### config.mk
export PLATFORM = sky130hd
export DESIGN_NAME = kmc_dist
export DESIGN_NICKNAME = d
export VERILOG_FILES = /design/src/hdl/kmc_pkg.sv /design/src/hdl/kmc_dist.sv
export SDC_FILE = /design/constraint.sdc
export NUM_CORES = 1
export LEC_CHECK = 0
export ABC_AREA = 0
export BUFFER_PORTS_ARGS = -buffer_cell sky130_fd_sc_hd__buf_2
export CELL_PAD_IN_SITES_DETAIL_PLACEMENT = 1
export CELL_PAD_IN_SITES_GLOBAL_PLACEMENT = 1
export CORE_MARGIN = 3
export CORE_UTILIZATION = 31
export CTS_CLUSTER_DIAMETER = 50
export DETAILED_ROUTE_END_ITERATION = 7
export GPL_ROUTABILITY_DRIVEN = 0
export PLACE_DENSITY_LB_ADDON = 0.08
export SETUP_SLACK_MARGIN = 0.3
export SYNTH_ARGS = -nofsm -noshare
export SYNTH_HDL_FRONTEND = slang
export SYNTH_SLANG_ARGS = --single-unit
### constraint.sdc
create_clock -name clk -period 29.2 [get_ports clk]
set_clock_uncertainty 0.1 [all_clocks]
set_input_delay 1.46 -clock clk [delete_from_list [all_inputs] [get_ports clk]]
set_output_delay 1.46 -clock clk [all_outputs]
set_load 0.02 [all_outputs]
### src/hdl/kmc_pkg.sv
`timescale 1ns / 1ps

package kmc_pkg;

  // sizes of the stores and fields
  localparam int COORD_BITS   = 16;
  localparam int MAX_POINTS   = 1024;
  localparam int MAX_CLUSTERS = 16;
  localparam int PIDX_W       = $clog2(MAX_POINTS);
  localparam int CIDX_W       = $clog2(MAX_CLUSTERS);
  localparam int KCNT_W       = CIDX_W + 1;
  localparam int NCNT_W       = PIDX_W + 1;
  localparam int SUM_W        = COORD_BITS + PIDX_W;
  localparam int MAG_W        = COORD_BITS;
  localparam int SQ_W         = 2 * MAG_W;
  localparam int DIST_W       = SQ_W + 1;
  localparam int DSTEP_W      = $clog2(SUM_W);

  // configuration register widths and indexes
  localparam int CFG_IDX_W = 2;
  localparam int CFG_DAT_W = 11;
  localparam logic [CFG_IDX_W-1:0] REG_CLUSTER_COUNT   = 2'd0;
  localparam logic [CFG_IDX_W-1:0] REG_ITERATION_COUNT = 2'd1;
  localparam logic [CFG_IDX_W-1:0] REG_POINT_COUNT     = 2'd2;

  // beat layout
  localparam int IN_DATA_W  = 48;
  localparam int OUT_DATA_W = 40;
  localparam int MODE_W     = 2;

  // item kinds
  localparam logic [MODE_W-1:0] MODE_LOAD_POINT    = 2'd0;
  localparam logic [MODE_W-1:0] MODE_LOAD_CENTROID = 2'd1;
  localparam logic [MODE_W-1:0] MODE_RUN           = 2'd2;
  localparam logic [MODE_W-1:0] MODE_READ          = 2'd3;

  // sequencer states
  typedef enum logic [3:0] {
    S_IDLE,
    S_PFETCH,
    S_DIST,
    S_DWAIT,
    S_ACC,
    S_DXS,
    S_DXW,
    S_DYS,
    S_DYW,
    S_EMIT,
    S_RD
  } state_t;

  // squarer phases
  typedef enum logic [1:0] {
    SQ_IDLE,
    SQ_X,
    SQ_Y
  } sq_phase_t;

endpackage

### src/hdl/kmc_dist.sv
`timescale 1ns / 1ps

module kmc_dist (
  input  logic                                  clk,
  input  logic                                  rst_n,
  input  logic                                  start,
  input  logic signed [kmc_pkg::COORD_BITS-1:0] px,
  input  logic signed [kmc_pkg::COORD_BITS-1:0] py,
  input  logic signed [kmc_pkg::COORD_BITS-1:0] cx,
  input  logic signed [kmc_pkg::COORD_BITS-1:0] cy,
  output logic                                  done,
  output logic        [kmc_pkg::DIST_W-1:0]     sq_dist
);

  kmc_pkg::sq_phase_t              phase_r, phase_nxt;
  logic [kmc_pkg::MAG_W-1:0]       ax_r;
  logic [kmc_pkg::MAG_W-1:0]       ay_r;
  logic [kmc_pkg::SQ_W-1:0]        sq_r;
  logic [kmc_pkg::DIST_W-1:0]      dist_r;
  logic                            done_r, done_nxt;
  logic signed [kmc_pkg::COORD_BITS:0] dx;
  logic signed [kmc_pkg::COORD_BITS:0] dy;
  logic [kmc_pkg::COORD_BITS:0]    dxa;
  logic [kmc_pkg::COORD_BITS:0]    dya;
  logic [kmc_pkg::MAG_W-1:0]       mul_a;
  logic [kmc_pkg::SQ_W-1:0]        prod;

  // coordinate differences and their magnitudes
  always_comb begin
    dx  = {px[kmc_pkg::COORD_BITS-1], px} - {cx[kmc_pkg::COORD_BITS-1], cx};
    dy  = {py[kmc_pkg::COORD_BITS-1], py} - {cy[kmc_pkg::COORD_BITS-1], cy};
    dxa = dx[kmc_pkg::COORD_BITS] ? -dx : dx;
    dya = dy[kmc_pkg::COORD_BITS] ? -dy : dy;
  end

  // one shared squarer, x first then y
  assign mul_a = (phase_r == kmc_pkg::SQ_X) ? ax_r : ay_r;
  assign prod  = mul_a * mul_a;

  // phase sequencing
  always_comb begin
    phase_nxt = phase_r;
    done_nxt  = 1'b0;
    case (phase_r)
      kmc_pkg::SQ_IDLE: begin
        if (start) phase_nxt = kmc_pkg::SQ_X;
      end
      kmc_pkg::SQ_X: phase_nxt = kmc_pkg::SQ_Y;
      kmc_pkg::SQ_Y: begin
        phase_nxt = kmc_pkg::SQ_IDLE;
        done_nxt  = 1'b1;
      end
      default: phase_nxt = kmc_pkg::SQ_IDLE;
    endcase
  end

  always_ff @(posedge clk) begin
    if (!rst_n) begin
      phase_r <= kmc_pkg::SQ_IDLE;
      done_r  <= 1'b0;
    end else begin
      phase_r <= phase_nxt;
      done_r  <= done_nxt;
    end
  end

  // operand and product registers
  always_ff @(posedge clk) begin
    if (phase_r == kmc_pkg::SQ_IDLE && start) begin
      ax_r <= dxa[kmc_pkg::MAG_W-1:0];
      ay_r <= dya[kmc_pkg::MAG_W-1:0];
    end
    if (phase_r == kmc_pkg::SQ_X) sq_r <= prod;
    if (phase_r == kmc_pkg::SQ_Y) dist_r <= {1'b0, sq_r} + {1'b0, prod};
  end

  assign done    = done_r;
  assign sq_dist = dist_r;

endmodule

Word level (Yosys, flattened, before mapping). Cells that the tools add are included.

Bits in registers: 100. Bits of input ports: 67. Word-level logic and storage cells: 23.

Add/subtract/negate cells: 5. Multiply operators: 1. Equal/unequal tests: 3. Mux-type cells: 6. Reductions and logical operators: 2.

Operators with widths (count): $mux 16 (3); $sub 16x16->17 (2); $add 32x32->33 (1); $mul 16x16->32 (1); $neg 16->16 (2); $pmux 2 s2 (1); $eq 2x1->1 const B (1); $eq 2x2->1 const B (1); $logic_not 2->1 (1); $mux 2 (1); $ne 2x2->1 const B (1); $logic_and 1x1->1 (1); $mux 1 (1).

Depth between registers and ports, before layout.
Depth after elaboration: 4. Gate-level depth with buffers: 39.

Worst setup path after synthesis. OpenSTA, ideal clock, no wires.

Path kind: register to register. From: register phase_r[0]. To: register dist_r, in the netlist sq_dist[32], data pin. Setup time: 0.256 ns. Data arrival time: 9.427 ns. Data required time: 28.844 ns. Path slack: 19.417 ns. Stages on the path, launching flop included: 36. Buffers on the path: 3. Cell sequence: dfxtp_1 -> nor2b_1 -> clkbuf_1 -> clkbuf_1 -> mux2i_1 -> inv_1 -> clkbuf_1 -> nand2_1 -> fa_1 -> fa_1 -> inv_1 -> fa_1 -> fa_1 -> fa_1 -> inv_1 -> fa_1 -> inv_1 -> ha_1 -> a21o_1 -> a211o_1 -> o31ai_1 -> o221ai_1 -> a21oi_1 -> o21bai_1 -> a21oi_1 -> xnor2_1 -> ha_1 -> a21o_1 -> a21oi_1 -> nor2_1 -> nor2_1 -> o21ai_0 -> a21o_1 -> a221o_1 -> a21o_1 -> a31o_2.

Cells in the longest elaborated chain, start to end: 4.

RTL lines: start: declaration (RTL line kmc_dist.sv:15) `kmc_pkg::sq_phase_t phase_r, phase_nxt;`; start signal: assignment (RTL line kmc_dist.sv:59) `phase_r <= kmc_pkg::SQ_IDLE;`; start signal: assignment (RTL line kmc_dist.sv:62) `phase_r <= phase_nxt;`; $eq 2x1->1 (RTL line kmc_dist.sv:37) `assign mul_a = (phase_r == kmc_pkg::SQ_X) ? ax_r : ay_r;`; $mux 16 (RTL line kmc_dist.sv:37); $mul 16x16->32 (RTL line kmc_dist.sv:38) `assign prod = mul_a * mul_a;`; named net prod (one bit) (RTL line kmc_dist.sv:26) `logic [kmc_pkg::SQ_W-1:0] prod;`; $add 32x32->33 (RTL line kmc_dist.sv:74) `if (phase_r == kmc_pkg::SQ_Y) dist_r <= {1'b0, sq_r} + {1'b0, prod};`; end signal: assignment (RTL line kmc_dist.sv:74); end: declaration (RTL line kmc_dist.sv:19) `logic [kmc_pkg::DIST_W-1:0] dist_r;`.

The timed path passes the listed nets, and every way through them passes these cells. A chain may end at the register's enable or synchronous reset.

Final worst setup path. Same ends and word-level chain as after synthesis.

==> metrics.yaml <==
placed_design:
  hpwlAfterDp_um: 31200
  io_buffer_count: 100
synth:
  synth_edf_count: 96
  synth_fp_nets: 1882
  postSynthCellCount: 1488
  synth_cell_types: 71
  yosys_register_bits: 99
  synth_flop_cell: "edfxtp_1"
  avgSynthCellArea_um2: 9.36
  syn_area_um2: 13900
  synth_warnings: 0
  synth-async-reset-ratio: 0
  ys_seq_area_frac: 0.211
layout:
  antenna_cells: 0
  final_common_cell: "inv_1"
  area_growth_pct: 11.3
  fin_nets: 1986
  final_cell_mix: "inv_1, nor2_1, ha_1"
  fillers: 5155
  layout-drive-gt1-share: 0.0977
worst_setup_path:
  crit_type: "register to register"
  crit_path_end_kind: "register"
  crit_top_cell: "fa_1"
  crit_path_top_delay_cell: "mux2i_1"
  slowest_delay_ps: 680
  critPathMaxFanout: 20
  required_ps: 29240
  start_kind: "register"
  arrival_ps: 10430
clock_network:
  h-tree-depth: 3
  clk_pin_slew_worst_paths_ps: 70
  cts_setup_buffers: 0
  cts-resized-gates: 0
  insertion_delay_ps: 380
  hold_buffers: 0
  cts_tree: "done"
  clock_path_buffers: 2
  cts_made_buffers: 9
  cts_sinks: 99
  cts_root_buf: "clkbuf_16"
global_routing:
  grt_overflow: 0
  grt_pass1_vias: 11200
  grt_usage: 0.156
  grt_pass1_wl_um: 58600
  antenna_found_initial: 1
  grt_max_degree: 35
drt:
  drc: 0
  vias: 10200
  drtIter0Drc: 418
  via_per_inst: 4.68
  wl_per_cell_um: 16.5
  wl_um: 36100
  ant_nets: 0
  drtPass1Iterations: 4
sta:
  maxSlewViolCount: 0
  finalHoldViolations: 0
  slew_headroom: 0.272
  tightest_slew_ps: 1090
  grt_setup_unrepaired: "false"
  setup_viol: 0
  period_minus_slack_ps: 10390
  max_freq_ghz: 0.0962
  min_period_over_period: 0.356
  setup_tns_ps: 0
flow_run:
  drv_cap: 0
die:
  die_h_um: 218
  ios: 101
  rows: 77
  die_area_um2: 47500
  initial_utilization: 0.314
  core_um2: 44300
  die_w_um: 218
worst_hold_path:
  hold_class: "register to register"
run_status:
  outcome: "finished, final reports clean"
synthesized netlist by cell type (4+ instances only):
cell      number  share of area
a211oi_1       4         0.0022
a21o_1        41          0.022
a21oi_1       68          0.024
a31oi_1       14         0.0063
and2_1         7         0.0031
and3_1         8         0.0036
clkbuf_1      18         0.0048
clkinv_1       7         0.0019
edfxtp_1      96           0.21
fa_1         163           0.23
ha_1         164           0.15
inv_1        284          0.077
mux2_2         9         0.0073
mux2i_1       15          0.011
nand2_1      106          0.029
nand2b_1      12         0.0054
nand3_1       18         0.0065
nand4_1        5         0.0022
nor2_1       164          0.044
nor2b_1       15         0.0067
nor3_1        21         0.0075
nor3b_1        4         0.0022
nor4_1         4         0.0018
o211ai_1       9         0.0048
o21a_1        14         0.0075
o21ai_0       30          0.011
o21bai_1       9         0.0048
o31ai_1        4         0.0022
o41ai_1        4         0.0025
xnor2_1       71          0.045
xor2_1        34          0.021
path summary, 6_finish.rpt:
path,startpoint,endpoint,slack (ps),cells past startpoint
setup / recovery,phase_r[0],sq_dist[32],18810,34
hold / removal,sq_r[0],sq_dist[0],450,1
setup reg to reg,phase_r[0],sq_dist[32],18810,34
hold reg to reg,sq_r[0],sq_dist[0],450,1
stage by stage:
step | instance area, um^2 | util | std cells | setup WS, ps | hold WS, ps
global placement | 15200 | 0.344 | 2173 | 19100 | 439
floorplan | 13900 | - | 1488 | 19420 | 426
detailed placement | 15200 | 0.344 | 2173 | 18790 | 442
CTS | 15500 | 0.350 | 2188 | 18780 | 459
finish | 15500 | 0.350 | 2188 | 18810 | 454
global route | 15500 | 0.350 | 2188 | 18280 | 487
cells by family after synthesis:
| family | after synthesis | synth area share |
|---|---|---|
| AO/OA/AOI/OAI | 240 | 0.116 |
| XOR/XNOR | 105 | 0.0660 |
| adder cells (fa/ha/maj) | 327 | 0.381 |
| buffers and inverters | 312 | 0.0842 |
| flip-flops | 99 | 0.211 |
| multiplexers | 24 | 0.0180 |
| AND/OR/NAND/NOR | 381 | 0.123 |
flip-flops by register name, summed over array words and instances (netlist names):
signal / cells
ax_r: 16
ay_r: 16
done: 1
phase_r: 2
sq_dist: 33
sq_r: 31
worst max-delay path, delay by kind of cell (launching register included):
kind            cells  cell delay (ps)
flops               1              410
buf+inv             6              780
fa+ha+maj           8             3640
compound gates     14             3320
simple gates        4             1020
mux                 1              680
xor+xnor            1              180
final cells by class:
class	instances	area, um^2	share of cell area
Multi-Input combinational cell	1077	9850	0.635
Tap cell	592	741	0.0478
Clock buffer	10	229	0.0148
Inverter	292	1100	0.0707
Sequential cell	99	2940	0.190
Timing Repair Buffer	113	598	0.0386
Clock inverter	5	53.8	0.00347
metal layers:
metal | track usage | vias up | share of wire | wire length [um]
li1 | - | 5102 | - | -
met1 | 0.199 | 5007 | 0.47 | 16900
met2 | 0.280 | 100 | 0.50 | 18000
met3 | 0.0164 | 25 | 0.019 | 699
met4 | 0.0407 | 0 | 0.014 | 493
met5 | 0 | - | 0 | 0
Power is left out: the tool's default activity adds up to more than one toggle a clock period on the data nets, which glitch-free logic cannot reach.
