### config.mk
export PLATFORM = sky130hd
export DESIGN_NAME = kmc_div
export DESIGN_NICKNAME = d
export VERILOG_FILES = /design/src/hdl/kmc_pkg.sv /design/src/hdl/kmc_div.sv
export SDC_FILE = /design/constraint.sdc
export NUM_CORES = 1
export LEC_CHECK = 0
export BUFFER_PORTS_ARGS = -buffer_cell sky130_fd_sc_hd__buf_2
export CAP_MARGIN = 10
export CORE_MARGIN = 3
export CORE_UTILIZATION = 56
export DETAILED_ROUTE_END_ITERATION = 8
export PLACE_DENSITY = 0.79
export SLEW_MARGIN = 20
export SYNTH_ARGS = -nofsm -noshare
export SYNTH_HDL_FRONTEND = slang
export SYNTH_SLANG_ARGS = --single-unit
### constraint.sdc
create_clock -name clk -period 6.45 [get_ports clk]
set_clock_uncertainty 0.1 [all_clocks]
set_input_delay 0.3225 -clock clk [delete_from_list [all_inputs] [get_ports clk]]
set_output_delay 0.3225 -clock clk [all_outputs]
set_load 0.01 [all_outputs]
### src/hdl/kmc_pkg.sv
`timescale 1ns / 1ps

package kmc_pkg;

  // sizes of the stores and fields
  localparam int COORD_BITS   = 16;
  localparam int MAX_POINTS   = 1024;
  localparam int MAX_CLUSTERS = 16;
  localparam int PIDX_W       = $clog2(MAX_POINTS);
  localparam int CIDX_W       = $clog2(MAX_CLUSTERS);
  localparam int KCNT_W       = CIDX_W + 1;
  localparam int NCNT_W       = PIDX_W + 1;
  localparam int SUM_W        = COORD_BITS + PIDX_W;
  localparam int MAG_W        = COORD_BITS;
  localparam int SQ_W         = 2 * MAG_W;
  localparam int DIST_W       = SQ_W + 1;
  localparam int DSTEP_W      = $clog2(SUM_W);

  // configuration register widths and indexes
  localparam int CFG_IDX_W = 2;
  localparam int CFG_DAT_W = 11;
  localparam logic [CFG_IDX_W-1:0] REG_CLUSTER_COUNT   = 2'd0;
  localparam logic [CFG_IDX_W-1:0] REG_ITERATION_COUNT = 2'd1;
  localparam logic [CFG_IDX_W-1:0] REG_POINT_COUNT     = 2'd2;

  // beat layout
  localparam int IN_DATA_W  = 48;
  localparam int OUT_DATA_W = 40;
  localparam int MODE_W     = 2;

  // item kinds
  localparam logic [MODE_W-1:0] MODE_LOAD_POINT    = 2'd0;
  localparam logic [MODE_W-1:0] MODE_LOAD_CENTROID = 2'd1;
  localparam logic [MODE_W-1:0] MODE_RUN           = 2'd2;
  localparam logic [MODE_W-1:0] MODE_READ          = 2'd3;

  // sequencer states
  typedef enum logic [3:0] {
    S_IDLE,
    S_PFETCH,
    S_DIST,
    S_DWAIT,
    S_ACC,
    S_DXS,
    S_DXW,
    S_DYS,
    S_DYW,
    S_EMIT,
    S_RD
  } state_t;

  // squarer phases
  typedef enum logic [1:0] {
    SQ_IDLE,
    SQ_X,
    SQ_Y
  } sq_phase_t;

endpackage

### src/hdl/kmc_div.sv
`timescale 1ns / 1ps

module kmc_div (
  input  logic                                  clk,
  input  logic                                  rst_n,
  input  logic                                  start,
  input  logic signed [kmc_pkg::SUM_W-1:0]      dividend,
  input  logic        [kmc_pkg::NCNT_W-1:0]     divisor,
  output logic                                  done,
  output logic signed [kmc_pkg::COORD_BITS-1:0] quotient
);

  logic                          busy_r;
  logic                          done_r;
  logic [kmc_pkg::DSTEP_W-1:0]   cnt_r;
  logic [kmc_pkg::SUM_W-1:0]     quo_r;
  logic [kmc_pkg::NCNT_W-1:0]    rem_r;
  logic [kmc_pkg::NCNT_W-1:0]    dvs_r;
  logic                          neg_r;
  logic [kmc_pkg::NCNT_W:0]      shifted;
  logic [kmc_pkg::NCNT_W:0]      diff;
  logic                          fits;
  logic [kmc_pkg::SUM_W-1:0]     mag;
  logic [kmc_pkg::COORD_BITS-1:0] q_low;

  assign mag = dividend[kmc_pkg::SUM_W-1] ? -dividend : dividend;

  // one restoring step per cycle on the magnitudes
  always_comb begin
    shifted = {rem_r, quo_r[kmc_pkg::SUM_W-1]};
    diff    = shifted - {1'b0, dvs_r};
    fits    = (shifted >= {1'b0, dvs_r});
  end

  always_ff @(posedge clk) begin
    if (!rst_n) begin
      busy_r <= 1'b0;
      done_r <= 1'b0;
    end else begin
      done_r <= 1'b0;
      if (start && !busy_r) begin
        busy_r <= 1'b1;
      end else if (busy_r && cnt_r == kmc_pkg::DSTEP_W'(kmc_pkg::SUM_W - 1)) begin
        busy_r <= 1'b0;
        done_r <= 1'b1;
      end
    end
  end

  always_ff @(posedge clk) begin
    if (start && !busy_r) begin
      quo_r <= mag;
      rem_r <= '0;
      cnt_r <= '0;
      dvs_r <= divisor;
      neg_r <= dividend[kmc_pkg::SUM_W-1];
    end else if (busy_r) begin
      rem_r <= fits ? diff[kmc_pkg::NCNT_W-1:0] : shifted[kmc_pkg::NCNT_W-1:0];
      quo_r <= {quo_r[kmc_pkg::SUM_W-2:0], fits};
      cnt_r <= cnt_r + 1'b1;
    end
  end

  // sign restored, truncation toward zero
  assign q_low    = quo_r[kmc_pkg::COORD_BITS-1:0];
  assign quotient = neg_r ? -q_low : q_low;
  assign done     = done_r;

endmodule

---- Word level (Yosys, flattened, before mapping) ----
Index checks and enable logic that the tools add are counted.
Widths: inputs -> output; s select.
word-level totals
  bits of input ports ..................... 40
  word-level logic and storage cells ...... 28
  flip-flop bits (word level) ............. 56
cells by class
  order comparisons ....................... 1
  reductions and logical operators ........ 6
  multiplexer cells ....................... 8
  bitwise gates (word level) .............. 1
  eq/ne operators ......................... 1
  add/sub/neg operators ................... 4
operators by type and width
  kind                 count
  $mux 26              3
  $neg 26->26          1
  $mux 16              1
  $neg 16->16          1
  $ge 12x11->1         1
  $mux 11              1
  $sub 11x11->11       1
  $add 5x1->5 const B  1
  $eq 5x5->1 const B   1
  $reduce_bool 2->1    2
  $mux 1               3
  $logic_and 1x1->1    2
  $reduce_or 2->1      1
  $logic_not 1->1      1
  $not 1->1            1

---- Longest topological paths before layout ----
Gate-level depths: netlist of the first run.
  word-level depth ........................ 4
  mapped depth ............................ 10
  gate-level depth less buffers ........... 9

---- Least setup slack after synthesis of the first run ----
OpenSTA, ideal clock, no wires.
  path type ............................... flip-flop to flip-flop
  start point ............................. reg quo_r[25] in the netlist's numbering
  end point ............................... reg rem_r[3] in the netlist's numbering
  setup time .............................. 131 ps
  clock period less this slack ............ 2,286 ps
  buffers on the path ..................... 1
  arrival time ............................ 2,054 ps
  cell stages (with the launch flop) ...... 11
  path slack .............................. 4,164 ps
  data required time ...................... 6,219 ps
  cells stage by stage .................... edfxtp_1 > inv_1 > ha_1 > fa_1 > nor2b_1 > o31a_1 > o211ai_1 > nand2_1 > buf_2 > mux2i_1 > mux2i_1
on the way
  longest elaborated chain between the ends .. 2
  elaborated cells between the ends (all ways) .. 3
ends and longest elaborated chain
  element                                                line                          RTL
  from (decl)                                            kmc_div.sv:16                 logic [kmc_pkg::SUM_W-1:0] quo_r;
  from (signal assigned)                                 kmc_div.sv:52                 quo_r <= mag;
  from (signal assigned)                                 kmc_div.sv:59                 quo_r <= {quo_r[kmc_pkg::SUM_W-2:0], fits};
  $sub 11x11->11 / $ge 12x11->1 (equally long branches)  kmc_div.sv:31, kmc_div.sv:32
  $mux 11 (*)                                            kmc_div.sv:58                 rem_r <= fits ? diff[kmc_pkg::NCNT_W-1:0] : shifted[kmc_pkg::NCNT_W-1:0];
  to (signal assigned)                                   kmc_div.sv:58
  to (decl)                                              kmc_div.sv:17                 logic [kmc_pkg::NCNT_W-1:0] rem_r;
Every way passes the cells marked *; elsewhere a longest branch is shown, timed or not.
A chain may end at the register's enable or synchronous reset.

---- Final worst setup path of the first run ----
  start point ............................. reg quo_r[0] in the netlist's numbering
  end point ............................... out quotient[12] in the netlist's numbering
on the way
  longest elaborated chain between the ends .. 2
ends and longest elaborated chain
  element      line           RTL
  $neg 16->16  kmc_div.sv:66  assign quotient = neg_r ? -q_low : q_low;
  $mux 16      kmc_div.sv:66
  to (decl)    kmc_div.sv:10  output logic signed [kmc_pkg::COORD_BITS-1:0] quotient
No other way between the ends.

==> impl_metrics.toml, run 1 <==
[outcome]
status = "complete, no violations"

[drt]
wire_per_inst_um = 14.6
ant_nets = 0
first_iter_violations = 199
totalWireLength_um = 7470
via_count = 2948
vias_per_cell = 5.76
drc = 0
dr.pass1.iters = 4

[clock_tree]
cts_inserted_buffers = 5
ctsResizeCount = 0
cts_hold_buf = 0
clock_sinks = 56
htree_levels = 2
postCtsSetupRepairBufs = 0
clk_path_buf_depth = 2
path_clk_slew_ns = 0.11
tritoncts = "built"
clk_latency_ns = 0.32
cts_root_buf = "clkbuf_8"

[finish]
area_growth_pct = 11.0
num-fill-cells = 512
antennaDiodeCount = 0
final_nets = 492
layout-drive-gt1-share_pct = 16.7

[yosys]
netlist_top_cells_count = "nand2_1 (63), edfxtp_1 (38), o21ai_0 (32), xnor2_1 (27), inv_1 (24)"
synth_cells = 388
async_flop_share_pct = 0
synthFlopType = "edfxtp_1"
ys_warn_count = 0
ys_top_cells_by_area = "edfxtp_1 (31%), dfxtp_1 (9.9%), nand2_1 (6.5%)"
synth_edf_count = 38
synth_fp_nets = 444
syn_area_per_cell_um2 = 9.37
yosysMostFrequentCell = "nand2_1"
netlist_area_um2 = 3640
yosysTopAreaCell = "edfxtp_1"
ys_types = 55
synth_top_area_share_pct = 31.4
ys_seq_area_share_pct = 41.3
yosys_register_bits = 56

[power_and_ir_drop]
ir_drop_v = 0.000181
cellPowerDensity_nw_per_um2 = 301
leakagePower_nw = 1.66

[placed_design]
port_buffers = 56
gp_congestion = 0.873
dp_hpwl_um = 5570

[sta]
fmax_mhz = 359
finalSetupTns_ns = 0
finalSetupViolations = 0
slew_violations = 0
fin_crit_sh_pct = 43.2
whs_ns = 0.0680
min_period_ns = 2.79
maxSlewHeadroom_pct = 31.8
worst_pin_slew_ns = 1.02
final-hold-violation-count = 0
rsz0062_at_grt = "false"

[die]
core_area_um2 = 6100
start_util_pct = 59.7
die_x_um = 86.6
dieArea_um2 = 7500
row_count = 28
io_pins = 57
die_height_um = 86.6

[setup_path]
cp_max_fo = 5
arrival_ns = 2.36
cp-end-kind = "output port"
required_ns = 6.03
crit_start = "quo_r[0]"
criticalPathCategory = "reg -> out"
r2r-start = "quo_r[25]"
critPathLaunchType = "register"

[global_routing]
grt_usage_pct = 21.0
gr-usage-met1_pct = 29.4
grt.overflow.total = 0
grtUsageMet3_pct = 3.80
grt_max_degree = 54
grt_busiest_layer = "met2"
grt_pass1_wl_um = 12700
grt_util_met2_pct = 33.7
antenna_found_initial = 0
grt_pass1_vias = 2755

[min_path]
hp-class = "in -> reg"
hp-start = "divisor[5]"

[flow_run]
drv_cap = 0
[worst max-delay path, stage by stage, from the launching register on]
cell	delay, ns
edfxtp_1	0.48
inv_1	0.09
ha_1	0.15
nand2b_1	0.07
or4_1	0.45
nor2_1	0.11
nand2_1	0.11
o31ai_1	0.27
xnor2_1	0.16
buf_2	0.15
[metal layers]
metal  part of all wire [%]  vias up
met1                     47     1375
li1                       -     1484
met5                      0        -
met2                     47       81
met3                    4.9        8
met4                    1.0        0
[power breakdown]
part	internal (mW)	switching [mW]
Combinational	0.220	0.276
Sequential	0.458	0.0586
Clock	0.0795	0.125
[path summary, 6_finish.rpt]
kind / to / slack (ns) / depth (start not counted)
setup / recovery: quotient[12] / 3.66 / 9
hold / removal: dvs_r[5] / 0.07 / 1
setup reg to reg: rem_r[6] / 3.79 / 9
hold reg to reg: rem_r[5] / 0.40 / 2
[through the flow]
step	total power, mW	std cells	util [%]	setup slack [ns]	area, um^2
floorplan	0.886	388	-	4.16	3640
global placement	1.00	504	64.7	3.95	3950
detailed placement	1.01	504	64.7	3.83	3950
CTS	1.22	512	66.3	3.63	4040
global route	1.30	512	66.3	3.44	4040
finish	1.22	512	66.3	3.66	4040
[placed cells by master, fill, tap and decap left out, types with 5 or more instances in the layout]
cell type / count
a21o_1: 5
a21oi_1: 5
buf_2: 56
clkbuf_8: 5
dfxtp_1: 18
edfxtp_1: 38
ha_1: 15
inv_1: 24
mux2i_1: 10
nand2_1: 63
nand2b_1: 10
nand3_1: 7
nor2_1: 11
o21ai_0: 32
o21ai_1: 14
o31ai_1: 12
o41ai_1: 5
or4_1: 5
xnor2_1: 27
xor2_1: 20
[sequential cells by signal, summed over array words and instances (netlist names)]
name and flops:
done 1, cnt_r 5, dvs_r 11, rem_r 11, quo_r 26, neg_r 1
busy_r 1
[cell families after synthesis]
group	count (synthesis)	synth area share (%)
muxes	10	2.75
and+or+nand+nor	125	17.4
buffers and inverters	40	4.51
AOI/OAI and AO/OA	94	17.1
adders and majority gates	16	5.71
xor gates and xnor gates	47	11.3
DFF	56	41.3
[cell type report]
class | instances | area (um^2) | area share, %
multi-input combinational | 292 | 1970 | 48.8
sequential | 56 | 1500 | 37.2
timing repair buffer | 57 | 288 | 7.13
tap | 75 | 93.8 | 2.32
inverter | 24 | 90.1 | 2.23
clock buffer | 5 | 68.8 | 1.70
clock inverter | 3 | 25.0 | 0.620
(Power assumes the default switching activity.)
==> run 2, diff against run 1 <==
CORE_UTILIZATION = 52   (was 56)
PLACE_DENSITY = 0.77   (was 0.79)
clock period = 2.3 ns   (was 6.45 ns; I/O delays follow)
==> run 2 against run 1 <==
The run now ends with setup timing left. Flip-flop and latch count unchanged. Global-route usage grew 0.081 points. First-iteration DRC count down 18%. Sequential power rose to 2.8 times the previous value. Wire length grew 12%. Critical path type unchanged.
==> impl_metrics.toml, run 2 (synthesis results as in run 1) <==
[finish]
mostFrequentLayoutCells = "nand2_1 (60), buf_2 (56), edfxtp_1 (38)"
layout_commonest_cell = "nand2_1"
antennaDiodeCount = 0
instances_no_fill = 569
layout-drive-gt1-share_pct = 27.1
finalInstanceArea_um2 = 4580
top_regs = "quo_r (26), dvs_r (11), rem_r (11)"
regMostFlops = "quo_r"
area_growth_pct = 25.9
largest_register_ffs = 26
final_nets = 531

[setup_path]
reg2reg_to = "rem_r[9]"
crit_path_max_incr_delay_ns = 0.45
cp_top_family = "simple AND/OR/NAND/NOR gates"
slowest_stage = "or4_4"
r2r_slack_ns = -0.01
reg2reg_depth = 10
cp_cell_sequence = "inv_1, ha_2, nand2b_1, or4_4, nor2_4, nand2_4, o31ai_4, xnor2_1, buf_2"
required_ns = 2.09
critPathLaunchType = "register"
path_buf_inv = 2
cp-end-kind = "output port"
arrival_ns = 2.17
r2r-start = "quo_r[25]"
cp_max_fo = 3
criticalPathCategory = "reg -> out"

[placed_design]
gp_congestion = 0.858
dp_cells = 536
dp_hpwl_um = 6040
port_buffers = 56
place_area_um2 = 4070

[drt]
vias_per_cell = 5.48
first_iter_violations = 163
via_count = 3120
ant_nets = 0
wire_per_inst_um = 14.8
dr.pass1.iters = 4
totalWireLength_um = 8400
drc = 0

[global_routing]
grt_busiest_layer = "met2"
grt_max_degree = 32
grtUsageMet3_pct = 4.47
gr-usage-met1_pct = 27.9
grt_pass1_vias = 2933
grt.overflow.total = 0
grt_util_met2_pct = 35.6
grt_usage_pct = 21.1
grt_pass1_wl_um = 13300
antenna_found_initial = 0

[sta]
whs_ns = 0.00848
worst_pin_slew_ns = 0.644
worst_slack_ns = -0.0857
finalSetupViolations = 7
final-hold-violation-count = 0
maxSlewHeadroom_pct = 57.0
slew_violations = 0
min_period_ns = 2.39
fmax_mhz = 419
fin_crit_sh_pct = 104
rsz0062_at_grt = "true"

[clock_tree]
clk_latency_ns = 0.31
clock_sinks = 56
cts_root_buf = "clkbuf_8"
clk_path_buf_depth = 2
cts_inserted_buffers = 5
path_clk_slew_ns = 0.11
tritoncts = "built"
htree_levels = 2

[die]
dieArea_um2 = 8030
row_count = 29
start_util_pct = 55.4
die_x_um = 89.6
die_height_um = 89.6
io_pins = 57
core_area_um2 = 6570

[power_and_ir_drop]
leakagePower_nw = 1.89
total_power_mw = 3.93
cellPowerDensity_nw_per_um2 = 859
ir_drop_v = 0.000424

[min_path]
whs_endpoint = "cnt_r[1]"
hp-class = "in -> reg"
hp-start = "start"
hold_depth = 2

[outcome]
status = "complete, but fails checks"
violations = "setup timing"

[flow_run]
drv_cap = 0
run 2: cell count changes in the layout (fill, tap and decap cells not counted), moves of 4 or more:
cell	change
buf_4	+24
o21ai_0	-5
o31ai_1	-4
dlygate4sd3_1	+12
o21ai_1	+4
run 2: metrics by stage:
| stage | TNS (ns) | util [%] | setup slack [ns] |
|---|---|---|---|
| after floorplan | 0 | - | 0.0145 |
| after global placement | 0 | 62.0 | 0.124 |
| after detailed placement | -0.0182 | 62.0 | -0.0112 |
| after CTS | -0.230 | 66.7 | -0.0931 |
| after global routing | -1.67 | 69.7 | -0.195 |
| final | -0.248 | 69.7 | -0.0857 |
run 2: power by group:
| part | switching (mW) | total (mW) | internal [mW] |
|---|---|---|---|
| registers | 0.161 | 1.44 | 1.28 |
| logic | 0.951 | 1.86 | 0.914 |
| clock network | 0.339 | 0.626 | 0.286 |
run 2: worst max-delay path by stage:
stage              start  depth (start not counted)            to
2_1_floorplan  quo_r[25]                         10      rem_r[3]
3_3_place_gp   quo_r[25]                         10      rem_r[7]
3_5_place_dp    dvs_r[0]                          9      rem_r[4]
4_1_cts         quo_r[1]                          9  quotient[12]
5_1_grt         quo_r[1]                          9  quotient[12]
6_report        quo_r[1]                          9  quotient[12]
run 2: layout make-up:
type                            count  area (um^2)
Multi-Input combinational cell    292         2140
Timing Repair Buffer               96          622
Sequential cell                    56         1500
Fill cell                         513         1990
Clock inverter                      2         15.0
Clock buffer                        6         93.8
Inverter                           24         90.1
Tap cell                           93          116
run 2: metal layers:
metal / vias up / share of wire, %
met1: 1466 / 44
met4: 0 / 0.91
met5: - / 0
li1: 1562 / -
met2: 83 / 50
met3: 9 / 5.3
run 2: repair_timing:
| action | 4_1_cts | 5_1_grt |
|---|---|---|
| pin swaps | 2 | 13 |
| endpoints found under the hold margin | 13 | 0 |
| resized for setup | 13 | 31 |
| hold buffers | 12 | 0 |
| gates cloned | 0 | 1 |
| endpoints found under the setup margin | 10 | 19 |
| buffers inserted | 3 | 9 |
